### src/rtl/p1305_pkg.sv
`default_nettype none

package p1305_pkg;

  localparam int NumLimbs   = 5;
  localparam int LimbW      = 26;
  localparam int AccW       = LimbW + 1;
  localparam int OpW        = LimbW + 2;
  localparam int CoefW      = LimbW + 3;
  localparam int ProdW      = OpW + CoefW;
  localparam int SumW       = ProdW + 3;
  localparam int NhW        = SumW - LimbW + 4;
  localparam int MsgW       = NumLimbs * LimbW;
  localparam int TagW       = 128;
  localparam int BlockBytes = 16;
  localparam int P1305Fold  = 5;

  localparam logic [TagW-1:0] ClampMask = 128'h0ffffffc0ffffffc0ffffffc0fffffff;
  localparam logic [7:0]      PadByte   = 8'h01;
  localparam logic [2:0]      LastMulStep = 3'(NumLimbs);

  typedef enum logic [1:0] {
    REG_R_LOW    = 2'd0,
    REG_R_HIGH   = 2'd1,
    REG_PAD_LOW  = 2'd2,
    REG_PAD_HIGH = 2'd3
  } p1305_reg_e;

  typedef enum logic [2:0] {
    ST_IDLE,
    ST_MUL,
    ST_CARRY1,
    ST_CARRY2,
    ST_FOLD,
    ST_REDUCE,
    ST_SELECT,
    ST_PAD
  } p1305_state_e;

  typedef struct packed {
    logic [TagW-1:0] r;
    logic [TagW-1:0] s;
  } p1305_key_t;

  typedef struct packed {
    logic [MsgW-1:0] msg;
    logic            absorb;
    logic            last;
  } p1305_item_t;

endpackage

`default_nettype wire

### src/rtl/p1305_fifo.sv
`default_nettype none

module p1305_fifo #(
  parameter int Depth = 4
) (
  input  wire logic                 clk_i,
  input  wire logic                 rst_ni,
  input  wire logic                 push_i,
  input  wire p1305_pkg::p1305_item_t item_i,
  output logic                      full_o,
  input  wire logic                 pop_i,
  output p1305_pkg::p1305_item_t    item_o,
  output logic                      empty_o
);
  import p1305_pkg::*;

  localparam int PtrW = $clog2(Depth);
  localparam int CntW = $clog2(Depth + 1);

  p1305_item_t     mem_q [Depth];
  logic [PtrW-1:0] wr_ptr_q, rd_ptr_q;
  logic [CntW-1:0] count_q;
  logic            push, pop;

  assign full_o  = (count_q == CntW'(Depth));
  assign empty_o = (count_q == '0);
  assign push    = push_i && !full_o;
  assign pop     = pop_i && !empty_o;
  assign item_o  = mem_q[rd_ptr_q];

  always_ff @(posedge clk_i) begin
    if (push) begin
      mem_q[wr_ptr_q] <= item_i;
    end
  end

  always_ff @(posedge clk_i or negedge rst_ni) begin
    if (!rst_ni) begin
      wr_ptr_q <= '0;
      rd_ptr_q <= '0;
      count_q  <= '0;
    end else begin
      if (push) begin
        wr_ptr_q <= (wr_ptr_q == PtrW'(Depth - 1)) ? '0 : wr_ptr_q + 1'b1;
      end
      if (pop) begin
        rd_ptr_q <= (rd_ptr_q == PtrW'(Depth - 1)) ? '0 : rd_ptr_q + 1'b1;
      end
      if (push && !pop) begin
        count_q <= count_q + 1'b1;
      end else if (pop && !push) begin
        count_q <= count_q - 1'b1;
      end
    end
  end

  a_count_bound: assert property (@(posedge clk_i) disable iff (!rst_ni)
    count_q <= CntW'(Depth))
    else $error("Queue count exceeds its depth.");

  a_count_up: assert property (@(posedge clk_i) disable iff (!rst_ni)
    (push && !pop) |=> count_q == $past(count_q) + 1'b1)
    else $error("Queue count did not follow a push.");

  a_count_down: assert property (@(posedge clk_i) disable iff (!rst_ni)
    (pop && !push) |=> count_q == $past(count_q) - 1'b1)
    else $error("Queue count did not follow a pop.");

endmodule

`default_nettype wire

### config.mk
export PLATFORM = sky130hd
export DESIGN_NAME = p1305_fifo
export DESIGN_NICKNAME = d
export VERILOG_FILES = /design/src/rtl/p1305_pkg.sv /design/src/rtl/p1305_fifo.sv
export SDC_FILE = /design/constraint.sdc
export NUM_CORES = 1
export LEC_CHECK = 0
export BUFFER_PORTS_ARGS = -buffer_cell sky130_fd_sc_hd__clkbuf_2
export CAP_MARGIN = 30
export CORE_UTILIZATION = 60
export CTS_CLUSTER_DIAMETER = 150
export DETAILED_ROUTE_END_ITERATION = 8
export PLACE_DENSITY_LB_ADDON = 0.3
export SYNTH_ARGS = -nofsm -noshare
export SYNTH_HDL_FRONTEND = slang
export SYNTH_SLANG_ARGS = --single-unit
### constraint.sdc
create_clock -name clk_i -period 14.15 [get_ports clk_i]
set_input_delay 2.1225 -clock clk_i [delete_from_list [all_inputs] [get_ports clk_i]]
set_output_delay 2.1225 -clock clk_i [all_outputs]
set_load 0.05 [all_outputs]
# Word level (Yosys, flattened, before mapping)
# Memory sizes are Yosys's and may differ from the RTL's.
# Cells that the tools add are included.
[word_totals]
ff_bits = 7
latch_bits = 0
mem_bits_rw = 528
mem_bits_ro = 0
output_inout_bits = 134
elab_cells = 27
memories = 1
[mem_list]
columns = ["name", "words", "word_bits", "rd", "rd_clocked_by_memory_dff", "write_ports", "line_no", "text"]
rows = [
  ["mem_q", 4, 132, 1, 0, 1, "p1305_fifo.sv:20", "p1305_item_t mem_q [Depth];"],
]
[classes]
add_sub_neg = 4
multipliers = 0
div_mod_pow = 0
order_cmp = 0
eq_ne = 3
shifts = 0
muxes = 6
bitwise_logic = 0
reduce_logical = 10
[op_table]
columns = ["cell", "count"]
rows = [
  ["3-bit 2-to-1 mux", 2],
  ["2-bit by 1-bit adder with 2-bit output, second input constant", 2],
  ["2-bit equality test, second input constant", 2],
  ["1-bit logical AND", 4],
  ["1-bit logical NOT", 4],
  ["2-bit 2-to-1 mux", 2],
  ["3-bit by 1-bit adder with 3-bit output, second input constant", 1],
  ["3-bit equality test, second input constant", 1],
  ["3-bit logical NOT", 1],
  ["3-bit by 1-bit subtractor with 3-bit output, second input constant", 1],
  ["1-bit 2-to-1 mux", 2],
  ["2-bit nonzero test", 1],
]

# Depth between registers and ports, before layout
[logic_depth]
ltp_word = 7
depth_mapped = 8
depth_no_buf = 8

# Least setup slack after synthesis
# OpenSTA, ideal clock, no wires.
[synth_timing]
kind = "input-to-reg"
start = "in push_i"
end = "mem mem_q[3][0] in the netlist's numbering (enable)"
arrival_ns = 7.705
path_slack_ns = 5.817
cell_stages = 2
cell_sequence = "nand2_1 nor2_1"
[synth_via]
elab_chain_cells = 3
[synth_rtl]
columns = ["element", "line_no", "text"]
rows = [
  ["from (decl)", "p1305_fifo.sv:8", "input wire logic push_i,"],
  ["1-bit logical AND", "p1305_fifo.sv:27", "assign push = push_i && !full_o;"],
  ["1-bit 2-to-1 mux", "p1305_fifo.sv:32", "if (push) begin"],
  ["1-bit 2-to-1 mux (implied by the code)", "p1305_fifo.sv:33", "mem_q[wr_ptr_q] <= item_i;"],
  ["to (decl)", "p1305_fifo.sv:20", ""],
]
# No other way between the ends.

==> flow_metrics.py <==
metrics = {
    "grt": {
        "grt_pass1_vias": 9163,
        "grt.overflow.total": 0,
        "grt_first_pass_wirelength_um": 53800,
        "grt_util_all_layers_pct": 21.8,
        "antenna_found_initial": 2,
        "grt_max_degree": 72,
    },
    "worst_setup_path": {
        "cp.required_ns": 12.03,
        "cpPeakStageDelay_ns": 0.75,
        "arrival_ns": 3.25,
        "slowest_stage": "buf_4",
        "cp-start-kind": "register",
        "worst_setup_path_end_kind": "output port",
        "crit_buf_inv": 3,
        "path_cells": "buf_16, buf_4, mux4_2, clkbuf_2",
        "critPathKind": "register to output port",
        "cp_max_fo": 45,
        "cp_top_family": "buffers and inverters",
    },
    "cts": {
        "postCtsHoldBufs": 0,
        "cts_resized": 0,
        "h-tree-depth": 2,
        "clkLatencyLatePin_ns": 0.56,
        "post-cts-setup-buffers": 0,
        "cts_buffers": 51,
        "cts.sinks": 535,
        "clkSlewWorstSetupHoldPaths_ns": 0.06,
        "cts_tree": "done",
        "cts-root-buf": "clkbuf_16",
        "clockBufferDepth": 3,
    },
    "synthesis": {
        "ys_warn_count": 0,
        "synth_xor_area_share_pct": 0.135,
        "synth_top_family_by_area": "multiplexers",
        "async_flop_share_pct": 1.31,
        "synth-simple-area-share_pct": 0.321,
        "synth.distinct_cells": 21,
        "avgSynthCellArea_um2": 26.8,
        "synth_mux_area_share_pct": 15.5,
        "synthAdderAreaFrac_pct": 0.489,
        "synth_compound_area_share_pct": 0.103,
        "ys.flop_type": "edfxtp_1",
        "synth_edf_count": 528,
        "synth_area_mm2": 0.0195,
        "syn_nets": 870,
        "synth_cells": 727,
        "ys_seq_elements": 535,
        "seq_area_frac_synth_pct": 82.4,
    },
    "cells_and_area": {
        "antennaDiodeCount": 0,
        "syn_to_final_growth_pct": 17.9,
        "drive_above_1_share_pct": 46.2,
        "fin_nets": 1176,
    },
    "timing": {
        "setup_violations": 0,
        "finClkSkew_ns": 0.0258,
        "tightest_slew_ns": 1.01,
        "relSlewSlack_pct": 32.8,
        "maxSlewViolCount": 0,
        "period_share_pct": 37.9,
        "hold_viol_final": 0,
        "final.min_clock_period_ns": 5.37,
        "fin_tns_setup_ns": 0,
        "rsz0062_at_grt": "false",
        "fmax_mhz": 186,
    },
    "floorplanning": {
        "io_pins": 270,
        "start_util_pct": 61.4,
        "die_h_um": 182,
        "num_rows": 65,
        "die_x_um": 182,
        "fp.dieArea_mm2": 0.0332,
        "core_area_mm2": 0.0317,
    },
    "route": {
        "num_vias": 8702,
        "ant_nets": 0,
        "dr.pass1.iters": 5,
        "drt_iter0_drc": 709,
        "wl_um": 35200,
        "vias_per_cell": 5.90,
        "drc": 0,
        "routedWlPerCell_um": 23.8,
    },
    "outcome": {
        "outcome": "complete, no violations",
    },
    "placed_design": {
        "post-dp-hpwl_um": 20600,
        "io_buffers": 269,
        "place.gp.congestion": 0.714,
    },
    "pwr": {
        "ir_drop_v": 0.000175,
        "powerDensity_mw_per_mm2": 245,
        "p_leak_nw": 7.88,
        "power.total_w": 0.00562,
    },
    "flow_run": {
        "drv_cap": 0,
    },
    "hold_path": {
        "hold_class": "register to register",
    },
}
==> layer usage <==
layer / vias to the layer above / routed length [µm] / track usage, %
met5: - / 24 / 0
met4: 4 / 907 / 6.76
met3: 68 / 2920 / 5.85
met2: 357 / 17500 / 35.3
met1: 4498 / 13800 / 29.6
li1: 3775 / - / -
==> worst register-to-register path, stage by stage, from the launching register on <==
cell and delay, ns:
dfrtp_1 0.43, nor3b_2 0.21, nor2b_1 0.41, and2_4 0.52, buf_16 0.32, buf_4 0.81
==> cell usage after synthesis (3+ instances only) <==
cell	number	share of area, %
and2_1	3	0.096
buf_2	16	0.41
buf_6	8	0.46
clkbuf_1	5	0.096
dfrtp_1	7	0.90
edfxtp_1	528	81
ha_1	6	0.39
inv_1	3	0.058
mux2_2	4	0.23
mux4_2	132	15
nor2_1	3	0.058
==> cell families after synthesis <==
family,Yosys count
compound gates,2
flops,535
simple gates,11
mux,136
xor+xnor,3
buf+inv,33
fa+ha+maj,7
==> report_power, final <==
part | leakage [nW] | switching, W | internal (W)
Clock | 0.791 | 0.000542 | 0.000750
Sequential | 4.92 | 0.000129 | 0.00209
Combinational | 2.18 | 0.00148 | 0.000619
==> through the flow <==
step	hold WS [ns]	cells	util, %	setup slack [ns]	cell area [µm²]
after CTS	0.567	1475	72.3	8.65	22900
after global routing	0.601	1476	72.4	8.52	23000
after detailed placement	0.543	1381	67.2	9.26	21300
after floorplan	0.493	727	-	5.82	19500
final	0.558	1476	72.4	8.78	23000
after global placement	0.527	1377	66.8	9.10	21200
==> sequential cells by signal (all words and copies together), names as in the netlist <==
signal and count:
rd_ptr_q 2, mem_q 528, wr_ptr_q 2, count_q 3
==> area by class of cell <==
cell class,count,area (µm²)
Multi-Input combinational cell,159,3240
Fill cell,1799,8770
Clock buffer,69,1410
Timing Repair Buffer,283,1550
Clock inverter,25,206
Sequential cell,535,16000
Inverter,3,11.3
Tap cell,402,503
==> worst paths after layout <==
path	startpoint	to	slack, ns	depth (start not counted)
setup / recovery	rd_ptr_q[0]$_DFFE_PN0P_	item_o[50]	8.78	4
hold / removal	count_q[2]$_DFFE_PN0P_	count_q[2]$_DFFE_PN0P_	0.56	1
setup reg to reg	count_q[2]$_DFFE_PN0P_	mem_q[2][59]$_DFFE_PP_	11.03	5
hold reg to reg	count_q[2]$_DFFE_PN0P_	count_q[2]$_DFFE_PN0P_	0.56	1
max in group asynchronous	rst_ni	rd_ptr_q[0]$_DFFE_PN0P_	12.53	1
min in group asynchronous	rst_ni	count_q[2]$_DFFE_PN0P_	1.40	1
==> cell usage in the layout, fill, tap and decap left out, types with 2 or more instances in the layout <==
cell type  netlist  layout
clkinv_1         0      12
mux4_2         132     132
bufinv_16        0       3
mux2_2           4       4
inv_1            3       3
clkbuf_8         0       4
xor2_1           2       2
buf_4            1       9
ha_1             6       6
nor2_1           3       2
buf_16           0       5
clkbuf_2         0     269
dfrtp_4          0       2
and2_4           0       3
clkinv_2         0       7
clkbuf_16        0      52
edfxtp_1       528     528
dfrtp_1          7       5
clkbuf_1         5      13
nor3_1           2       2
No activity file was read; power rests on OpenSTA's default activity.
