**src/rtl/p1305_pkg.sv**
```systemverilog
`default_nettype none

package p1305_pkg;

  localparam int NumLimbs   = 5;
  localparam int LimbW      = 26;
  localparam int AccW       = LimbW + 1;
  localparam int OpW        = LimbW + 2;
  localparam int CoefW      = LimbW + 3;
  localparam int ProdW      = OpW + CoefW;
  localparam int SumW       = ProdW + 3;
  localparam int NhW        = SumW - LimbW + 4;
  localparam int MsgW       = NumLimbs * LimbW;
  localparam int TagW       = 128;
  localparam int BlockBytes = 16;
  localparam int P1305Fold  = 5;

  localparam logic [TagW-1:0] ClampMask = 128'h0ffffffc0ffffffc0ffffffc0fffffff;
  localparam logic [7:0]      PadByte   = 8'h01;
  localparam logic [2:0]      LastMulStep = 3'(NumLimbs);

  typedef enum logic [1:0] {
    REG_R_LOW    = 2'd0,
    REG_R_HIGH   = 2'd1,
    REG_PAD_LOW  = 2'd2,
    REG_PAD_HIGH = 2'd3
  } p1305_reg_e;

  typedef enum logic [2:0] {
    ST_IDLE,
    ST_MUL,
    ST_CARRY1,
    ST_CARRY2,
    ST_FOLD,
    ST_REDUCE,
    ST_SELECT,
    ST_PAD
  } p1305_state_e;

  typedef struct packed {
    logic [TagW-1:0] r;
    logic [TagW-1:0] s;
  } p1305_key_t;

  typedef struct packed {
    logic [MsgW-1:0] msg;
    logic            absorb;
    logic            last;
  } p1305_item_t;

endpackage

`default_nettype wire

```
**src/rtl/p1305_front.sv**
```systemverilog
`default_nettype none

module p1305_front (
  input  wire logic [63:0]          block_low_i,
  input  wire logic [63:0]          block_high_i,
  input  wire logic [4:0]           block_bytes_i,
  input  wire logic                 is_last_i,
  output p1305_pkg::p1305_item_t    item_o
);
  import p1305_pkg::*;

  logic [4:0]      nbytes;
  logic            short_blk;
  logic [TagW-1:0] padded;

  assign nbytes    = (block_bytes_i > 5'(BlockBytes)) ? 5'(BlockBytes) : block_bytes_i;
  assign short_blk = is_last_i && (nbytes < 5'(BlockBytes));

  always_comb begin
    padded = {block_high_i, block_low_i};
    if (short_blk) begin
      for (int b = 0; b < BlockBytes; b++) begin
        if (5'(b) == nbytes) begin
          padded[8*b +: 8] = PadByte;
        end else if (5'(b) > nbytes) begin
          padded[8*b +: 8] = '0;
        end
      end
    end
  end

  assign item_o.msg    = {1'b0, !short_blk, padded};
  assign item_o.absorb = (nbytes != '0);
  assign item_o.last   = is_last_i;

endmodule

`default_nettype wire

```
**config.mk**
```make
export PLATFORM = sky130hd
export DESIGN_NAME = p1305_front
export DESIGN_NICKNAME = d
export VERILOG_FILES = /design/src/rtl/p1305_pkg.sv /design/src/rtl/p1305_front.sv
export SDC_FILE = /design/constraint.sdc
export NUM_CORES = 1
export LEC_CHECK = 0
export ABC_AREA = 1
export ABC_CLOCK_PERIOD_IN_PS = 1100
export BUFFER_PORTS_ARGS = -buffer_cell sky130_fd_sc_hd__buf_2
export CORE_AREA = 2 2 102 104
export DETAILED_ROUTE_END_ITERATION = 8
export DIE_AREA = 0 0 104 106
export PLACE_DENSITY = 0.52
export SETUP_SLACK_MARGIN = 0.4
export SYNTH_ARGS = -nofsm -noshare
export SYNTH_HDL_FRONTEND = slang
export SYNTH_SLANG_ARGS = --single-unit
```
**constraint.sdc**
```tcl
create_clock -name vclk -period 1.1
set_input_delay 0.22 -clock vclk [all_inputs]
set_output_delay 0.22 -clock vclk [all_outputs]
set_load 0.1 [all_outputs]
```
Word level (Yosys, flattened, before mapping)
Index checks and enable logic that the tools add are counted.
{"block": "word_totals", "out_inout_bits": 132, "word_cells": 71, "reg_bits": 0, "inputBits": 134}
{"block": "op_classes", "reduce_logical": 4, "n_mux": 34, "eq_ne": 15, "order_cmp": 18}
{"op": "two-way mux 8 bit", "count": 32}
{"op": "two-way mux 128 bit", "count": 1}
{"op": "equality test 4 x 5 -> 1 bit (first input constant)", "count": 8}
{"op": "> comparator 4 x 5 -> 1 bit (first input constant)", "count": 8}
{"op": "equality test 3 x 5 -> 1 bit (first input constant)", "count": 4}
{"op": "> comparator 3 x 5 -> 1 bit (first input constant)", "count": 4}
{"op": "equality test 2 x 5 -> 1 bit (first input constant)", "count": 2}
{"op": "> comparator 1 x 5 -> 1 bit (first input constant)", "count": 2}
{"op": "> comparator 2 x 5 -> 1 bit (first input constant)", "count": 2}
{"op": "equality test 1 x 5 -> 1 bit (first input constant)", "count": 1}
{"op": "> comparator 5 bit (second input constant)", "count": 1}
{"op": "logical NOT 5 bit", "count": 1}
{"op": "< comparator 5 bit (second input constant)", "count": 1}
{"op": "two-way mux 5 bit", "count": 1}
{"op": "nonzero test 5 bit", "count": 1}
{"op": "logical AND 1 bit", "count": 1}
{"op": "logical NOT 1 bit", "count": 1}

Depth between registers and ports, before layout
Gate-level depths: netlist of the first run.
{"block": "depth", "ltp_word": 6, "mapped_depth": 8, "mapped_depth_nobuf": 8}

Least setup slack after synthesis of the first run
OpenSTA, ideal clock, no wires.
{"block": "synth_path", "path_type": "input to output", "start": "input block_bytes_i[4]", "end": "output item_o[114] (netlist bit)", "path_buffers": 1, "stages": 4, "t_required_ns": 0.880, "path_slack_ns": -2.198, "t_arrival_ns": 3.078, "path_cell_list": "inv_2 -> nand2_4 -> buf_2 -> o31ai_1"}
{"item": "start, declared", "line": "p1305_front.sv:6", "rtl": "input wire logic [4:0] block_bytes_i,"}
{"item": "end, declared", "line": "p1305_front.sv:8", "rtl": "output p1305_pkg::p1305_item_t item_o"}

==> results of run 1 <==
[logic make-up (layout without fill, tap and decap cells)]
group | Yosys count | in the layout
buf+inv | 123 | 460
simple gates | 166 | 167
compound gates | 36 | 36
other cells | 1 | 1
[worst max-delay path by stage]
stage / startpoint / to / slack (ns) / cells after the start
after floorplan: block_bytes_i[1] / item_o[2] / -1.47 / 4
after global placement: block_bytes_i[4] / item_o[66] / -0.56 / 8
after detailed placement: block_bytes_i[4] / item_o[66] / -0.58 / 8
after CTS: block_bytes_i[1] / item_o[2] / -0.45 / 8
after global routing: block_bytes_i[2] / item_o[10] / -0.51 / 8
final: block_bytes_i[4] / item_o[23] / -0.45 / 9
[metal layers]
| metal | track usage | up-vias | wire length [um] |
|---|---|---|---|
| li1 | - | 1606 | - |
| met1 | 0.1863 | 1474 | 3358 |
| met3 | 0.04537 | 10 | 873 |
| met4 | 0.009653 | 0 | 86 |
| met5 | 0 | - | 0 |
| met2 | 0.4008 | 154 | 6340 |
[synth_stat cells (all sizes together)]
library cell    n
a21boi         15
buf             7
conb            1
clkbuf          1
nor2           94
o21ai          15
o211ai          1
o31ai           2
nand3          17
nand4           2
or2             1
a21oi           2
o21bai          1
inv           115
nand2          52
[cells in the final DEF, fill, tap and decap left out, types with 3 or more instances in the layout]
cell and instances:
a21boi_4 15, buf_12 150, buf_2 128, buf_4 39, buf_6 20, buf_8 7
clkinvlp_4 17, inv_1 87, inv_2 4, inv_4 3, nand2_1 8, nand2_2 18
nand2_4 20, nand2_8 7, nand3_2 4, nand3_4 12, nor2_2 13, nor2_4 80
o21ai_4 12
[layout make-up]
class,instances,share of cell area
Inverter,115,0.07426
Multi-Input combinational cell,204,0.3195
Tap cell,136,0.02311
Timing Repair Buffer,345,0.5832
[per-stage QoR]
| step | power [mW] | area [um^2] | TNS, ns |
|---|---|---|---|
| finish | 5.559 | 7363 | -47.74 |
| CTS | 5.544 | 7252 | -47.82 |
| global route | 5.722 | 7363 | -53.89 |
| global placement | 5.234 | 6634 | -58.18 |
| floorplan | 3.314 | 2784 | -57.65 |
| detailed placement | 5.278 | 6634 | -60.22 |
[timing repair]
| item | 4_1_cts | 5_1_grt |
|---|---|---|
| cloned | 2 | 1 |
| pin swaps | 49 | 13 |
| resized for setup | 128 | 19 |
| endpoints found under the setup margin | 131 | 131 |
| setup buffers | 11 | 6 |
[power groups by stage]
| stage | Combinational, mW | Clock, mW | Sequential [mW] |
|---|---|---|---|
| floorplan | 3.31 | 0 | 0 |
| global placement | 5.23 | 0 | 0 |
| detailed placement | 5.28 | 0 | 0 |
| CTS | 5.54 | 0 | 0 |
| global route | 5.72 | 0 | 0 |
| finish | 5.56 | 0 | 0 |
==> flow_summary.json, run 1 <==
{
  "vdd_drop_max_mv": 0.5240,
  "switching_share": 0.6286,
  "cp_max_fo": 7,
  "finalWirelength_um": 10660,
  "die_w_um": 104,
  "p_int_mw": 2.065,
  "post-route-util": 0.7364,
  "muxShareOfSynthArea": 0,
  "yosys_warnings": 0,
  "synth_area_leaders": "inv_1, nor2_1, nand2_1, a21boi_0, nand3_1",
  "timing.final.ws_setup_ns": -0.4527,
  "cp.arrival_ns": 1.33,
  "synth_top_family_by_area": "simple AND/OR/NAND/NOR gates",
  "post-synth-top-area-fraction": 0.2940,
  "crit_family": "buffers and inverters",
  "ys_seq_area_frac": 0,
  "core_um2": 10000,
  "slew_viol_final": 0,
  "grt_max_degree": 11,
  "worstHoldStart": "block_low_i[11]",
  "synth_xor_area_frac": 0,
  "io_pins": 266,
  "grt_pass1_wl_um": 17220,
  "p_seq_frac": 0,
  "area_growth_pct": 414.9,
  "start_util": 0.1430,
  "place_inst": 780,
  "synth_area_um2": 1430,
  "multi_input_area_um2": 2352,
  "critPathSlowestCell": "nor2_4",
  "die_h_um": 106,
  "cap_violations": 0,
  "antenna_found_initial": 0,
  "cp-start-kind": "input port",
  "failed_checks": "negative setup slack",
  "crit_buf_inv": 5,
  "seq_area_um2": 0,
  "dr_total_vias": 3244,
  "wl_per_cell_um": 13.32,
  "critPathKind": "input port to primary output",
  "status": "finished with violations",
  "antenna_cells": 0,
  "slowest_delay_ns": 0.19,
  "synth_compound_area_frac": 0.1619,
  "crit_chain": "buf_12, inv_16, nand2_2, nor2_4, buf_12, nor2_4, buf_12, a21boi_4, buf_12",
  "stdcell_count": 800,
  "drive_above_1_share": 0.8434,
  "vias_per_cell": 4.055,
  "gr-total-overflow": 0,
  "comb_power_share": 1.000,
  "clkPwrFrac": 0,
  "syn_area_per_cell_um2": 4.387,
  "ant_nets": 0,
  "required_ns": 0.88,
  "ys_types": 24,
  "finalCritPeriodShare": 1.412,
  "cts_hold_buffers": 0,
  "first_pass_iters": 4,
  "synth_simple_gate_area_share": 0.4978,
  "synth_top_cell_by_area": "inv_1",
  "dr.first_iter.drc_count": 97,
  "rsz0062_at_grt": "true",
  "end_kind": "primary output",
  "clkbuf_count": 0,
  "finalHoldViolations": 0,
  "period_needed_ns": 1.553,
  "rows": 37,
  "final.fill_count": 695,
  "fmax_mhz": 644.0,
  "globalplace.congestion": 0.8176,
  "switchingPower_mw": 3.494,
  "whs_ns": 0.7944,
  "hold_path_end": "item_o[13]",
  "crit_top_cell": "buf_12",
  "cellLeakagePower_nw": 3.561,
  "syn_nets": 460,
  "p_per_area_nw_per_um2": 754.9,
  "dpl.hpwl_um": 9265,
  "io_buffers": 265,
  "die-area_um2": 11020,
  "holdPathStages": 4,
  "grt_pass1_vias": 3531,
  "numSequentialCells": 0,
  "drc": 0,
  "synth_fa_ha_area_frac": 0,
  "post-place-ws_ns": -0.5813,
  "hp-class": "input port to primary output",
  "setup_viol": 129,
  "track_usage": 0.1869,
  "fin_nets": 800,
  "syn_inst": 326
}
Power figures use the tool's default switching activity.
==> run 2, diff against run 1 <==
==> constraint.sdc (replaced) <==
create_clock -name vclk -period 1.1
set_input_delay 0.055 -clock vclk [all_inputs]
set_output_delay 0.055 -clock vclk [all_outputs]
set_load 0.1 [all_outputs]
==> run 2 against run 1 <==
Clock-buffer cell count unchanged. Setup slack better by 0.25 ns. Routed wire length up 8.0%. Sequential cell count unchanged. Cell area up 5.8%. Highest routed layer unchanged. The run still ends with negative setup slack left. Sequential share of layout area unchanged.
==> flow_summary.json, run 2 (synthesis results as in run 1) <==
{
  "clkbuf_count": 0,
  "drive_above_1_share": 0.8567,
  "rsz0062_at_grt": "true",
  "grt_max_degree": 15,
  "dpl.hpwl_um": 8930,
  "globalplace.congestion": 0.7920,
  "io_pins": 266,
  "timing.final.ws_setup_ns": -0.1982,
  "final_cell_mix": "buf_12, buf_2, nor2_4",
  "final.fill_count": 594,
  "required_ns": 1.04,
  "track_usage": 0.1923,
  "cap_violations": 0,
  "layout_commonest_cell": "buf_12",
  "cp.arrival_ns": 1.24,
  "path_depth": 9,
  "seq_area_um2": 0,
  "die-area_um2": 11020,
  "wl_per_cell_um": 14.29,
  "start_util": 0.1430,
  "finalPower_mw": 5.712,
  "hp-class": "input port to primary output",
  "crit_top_cell": "buf_12",
  "rows": 37,
  "slew_viol_final": 0,
  "cts_hold_buffers": 0,
  "crit_end": "item_o[106]",
  "p_per_area_nw_per_um2": 733.5,
  "cellLeakagePower_nw": 3.688,
  "failed_checks": "negative setup slack",
  "dpl_cell_area_um2": 6656,
  "place_inst": 771,
  "finalCritPeriodShare": 1.180,
  "grt_pass1_vias": 3529,
  "ant_nets": 0,
  "setup_viol": 118,
  "critPathSlowestCell": "a21boi_4",
  "period_needed_ns": 1.298,
  "fin_tns_setup_ns": -10.40,
  "core_um2": 10000,
  "status": "finished with violations",
  "antenna_cells": 0,
  "crit_start": "block_bytes_i[1]",
  "area_growth_pct": 444.5,
  "crit_buf_inv": 6,
  "fmax_mhz": 770.3,
  "slowest_delay_ns": 0.20,
  "critPathKind": "input port to primary output",
  "cp-start-kind": "input port",
  "end_kind": "primary output",
  "finalHoldViolations": 0,
  "crit_chain": "buf_12, buf_12, nor2_4, buf_4, buf_6, o21ai_4, buf_6, a21boi_4, buf_12",
  "finalWirelength_um": 11520,
  "antenna_found_initial": 0,
  "io_buffers": 265,
  "numSequentialCells": 0,
  "whs_ns": 0.4624,
  "die_h_um": 106,
  "cp_max_fo": 5,
  "vdd_drop_max_mv": 0.4762,
  "drc": 0,
  "vias_per_cell": 4.076,
  "crit_family": "buffers and inverters",
  "die_w_um": 104,
  "dr.first_iter.drc_count": 76,
  "fin_nets": 806,
  "gr-total-overflow": 0,
  "fin_area_um2": 7787,
  "dr_total_vias": 3285,
  "grt_pass1_wl_um": 17700,
  "post-route-util": 0.7788,
  "stdcell_count": 806,
  "first_pass_iters": 4,
  "post-place-ws_ns": -0.3355,
  "multi_input_area_um2": 2544
}
## run 2: cell types whose count changed in the layout (fill, tap and decap cells not counted), moves of 5 or more
cell,delta
buf_12,+9
buf_4,-15
buf_6,+14
buf_8,-5
nand2_1,-6
nand2_2,-7
nand2_4,+7
nand2_8,+6
nor2_2,-8
nor2_4,+6
## run 2: report_power, final
group | switching [mW] | internal, mW | total, mW
Combinational | 3.57 | 2.14 | 5.71
Sequential | 0 | 0 | 0
Clock | 0 | 0 | 0
Total | 3.57 | 2.14 | 5.71
## run 2: worst min-delay path by stage
stage / start / end / depth (start not counted)
global placement: block_low_i[2] / item_o[4] / 4
floorplan: block_high_i[41] / item_o[107] / 2
finish: block_low_i[12] / item_o[14] / 4
detailed placement: block_low_i[2] / item_o[4] / 4
CTS: block_low_i[7] / item_o[9] / 4
global route: block_low_i[12] / item_o[14] / 4
## run 2: cell type report
| type | instances | share of cell area |
|---|---|---|
| Timing Repair Buffer | 351 | 0.5807 |
| Multi-Input combinational cell | 204 | 0.3266 |
| Inverter | 115 | 0.07085 |
| Tap cell | 136 | 0.02185 |
## run 2: metal layers
layer	vias up	GRT usage	share of wire
met2	153	0.4088	0.59
li1	1617	-	-
met3	16	0.04047	0.068
met4	0	0.02413	0.017
met1	1499	0.1929	0.32
met5	-	0	0
## run 2: repair_timing
item / 4_1_cts / 5_1_grt
setup endpoints to repair: 130 / 130
resized for setup: 138 / 52
gates cloned: 4 / 2
pin swaps: 52 / 33
buffers inserted: 23 / 6
==> run 3, diff against run 2 <==
Settings changed: ABC_CLOCK_PERIOD_IN_PS 1100 to 1000, PLACE_DENSITY 0.52 to default, PLACE_DENSITY_LB_ADDON from default to 0.2.
Clock period 1.1 ns to 1 ns, I/O delays scaled along.
==> run 3 against run 2 <==
The run still ends with negative setup slack left. Non-clock buffer count rose by 4. Critical path depth fell by 1. Via count rose by 0.91%. Utilization fell by 0.88 points. Global-route usage fell by 0.18 points. Hold slack got worse by 0.0057 ns. Sequential share of layout area did not move. Cell area fell by 1.1%. Combinational power rose by 9.6%. Setup slack got worse by 0.026 ns. Largest cell class unchanged.
==> flow_summary.json, run 3 (synthesis results as in run 1) <==
{
  "status": "finished with violations",
  "failed_checks": "negative setup slack",
  "globalplace.congestion": 0.8291,
  "period_needed_ns": 1.224,
  "rows": 37,
  "hold_path_end": "item_o[2]",
  "vias_per_cell": 4.088,
  "io_pins": 266,
  "stdcell_count": 811,
  "holdPathStages": 3,
  "die_h_um": 106,
  "final_cell_mix": "buf_12, buf_2, inv_1",
  "finalWirelength_um": 11370,
  "required_ns": 0.95,
  "rsz0062_at_grt": "true",
  "drive_above_1_share": 0.8400,
  "grt_pass1_vias": 3535,
  "wl_per_cell_um": 14.02,
  "grt_max_degree": 11,
  "slowest_delay_ns": 0.23,
  "finalHoldViolations": 0,
  "worstHoldStart": "block_low_i[0]",
  "dr.first_iter.drc_count": 179,
  "hp-class": "input port to primary output",
  "antenna_cells": 0,
  "critPathKind": "input port to primary output",
  "antenna_found_initial": 0,
  "place_inst": 773,
  "crit_top_cell": "buf_12",
  "cap_violations": 0,
  "end_kind": "primary output",
  "layout_commonest_cell": "buf_12",
  "gr-total-overflow": 0,
  "grt_pass1_wl_um": 17480,
  "critPathSlowestCell": "or2_4",
  "clkbuf_count": 0,
  "fmax_mhz": 816.8,
  "first_pass_iters": 4,
  "p_per_area_nw_per_um2": 813.4,
  "fin_nets": 811,
  "slew_viol_final": 0,
  "final.fill_count": 662,
  "timing.final.ws_setup_ns": -0.2243,
  "drc": 0,
  "dpl.hpwl_um": 8825,
  "vdd_drop_max_mv": 0.5032,
  "setup_viol": 129,
  "numSequentialCells": 0,
  "seq_area_um2": 0,
  "die_w_um": 104,
  "core_um2": 10000,
  "finalCritPeriodShare": 1.224,
  "die-area_um2": 11020,
  "post-place-ws_ns": -0.4151,
  "cp-start-kind": "input port",
  "track_usage": 0.1905,
  "cp.arrival_ns": 1.17,
  "finalPower_mw": 6.263,
  "dr_total_vias": 3315,
  "ant_nets": 0,
  "start_util": 0.1430,
  "cts_hold_buffers": 0,
  "crit_chain": "buf_8, clkinvlp_4, buf_4, nand4_1, nor2_4, buf_12, or2_4, buf_12",
  "io_buffers": 265,
  "area_growth_pct": 438.4,
  "cp_max_fo": 5,
  "cellLeakagePower_nw": 3.686
}
==> run 3: cell count changes in the layout (fill, tap and decap cells not counted), moves of 2 or more <==
cell     delta
buf_12      -5
buf_4      +14
buf_6       -9
buf_8       +5
inv_1       +4
inv_2       -4
inv_8       -2
nand2_1     +7
nand2_2     -5
nand2_8     -2
==> run 3: metal layers <==
metal,part of all wire,global-route usage
met1,0.33,0.1951
met2,0.57,0.3980
met3,0.085,0.04966
met4,0.012,0.01255
met5,0,0
==> run 3: what timing repair did <==
item	in CTS	in global routing
gates resized for setup	168	37
endpoints found under the setup margin	131	130
setup buffers	20	12
gates cloned	5	1
pin swaps	50	36
==> run 3: area by class of cell <==
class / instances / area [um^2] / area share
multi-input cells: 205 / 2502 / 0.3250
repair buffers: 355 / 4473 / 0.5809
well taps: 136 / 170.2 / 0.02210
inverters: 115 / 554.3 / 0.07199
==> run 3: through the flow <==
| stage | TNS, ns | hold slack (ns) | cell area, um^2 | utilization |
|---|---|---|---|---|
| global route | -25.83 | 0.4643 | 7700 | 0.7700 |
| global placement | -28.39 | 0.4476 | 6489 | 0.6489 |
| floorplan | -28.30 | 0.2950 | 2780 | - |
| CTS | -17.96 | 0.4494 | 7443 | 0.7444 |
| finish | -19.96 | 0.4567 | 7700 | 0.7700 |
| detailed placement | -31.06 | 0.4508 | 6489 | 0.6489 |
==> run 3: critical path, delay by kind of cell <==
kind                   cells  cell delay (ns)
buffers and inverters      5             0.67
AND/OR/NAND/NOR            3             0.45
==> run 3: worst max path at each step <==
stage | from | end | slack (ns) | cells after the start
floorplan | block_bytes_i[1] | item_o[2] | -1.23 | 4
global placement | block_bytes_i[4] | item_o[66] | -0.39 | 8
detailed placement | block_bytes_i[4] | item_o[66] | -0.42 | 8
CTS | block_bytes_i[2] | item_o[36] | -0.22 | 8
global route | block_bytes_i[2] | item_o[26] | -0.28 | 9
finish | block_bytes_i[2] | item_o[2] | -0.22 | 8
==> run 3: power breakdown <==
part | total (mW) | switching [mW] | internal [mW]
Sequential | 0 | 0 | 0
Clock | 0 | 0 | 0
Combinational | 6.26 | 3.91 | 2.35
Total | 6.26 | 3.91 | 2.35
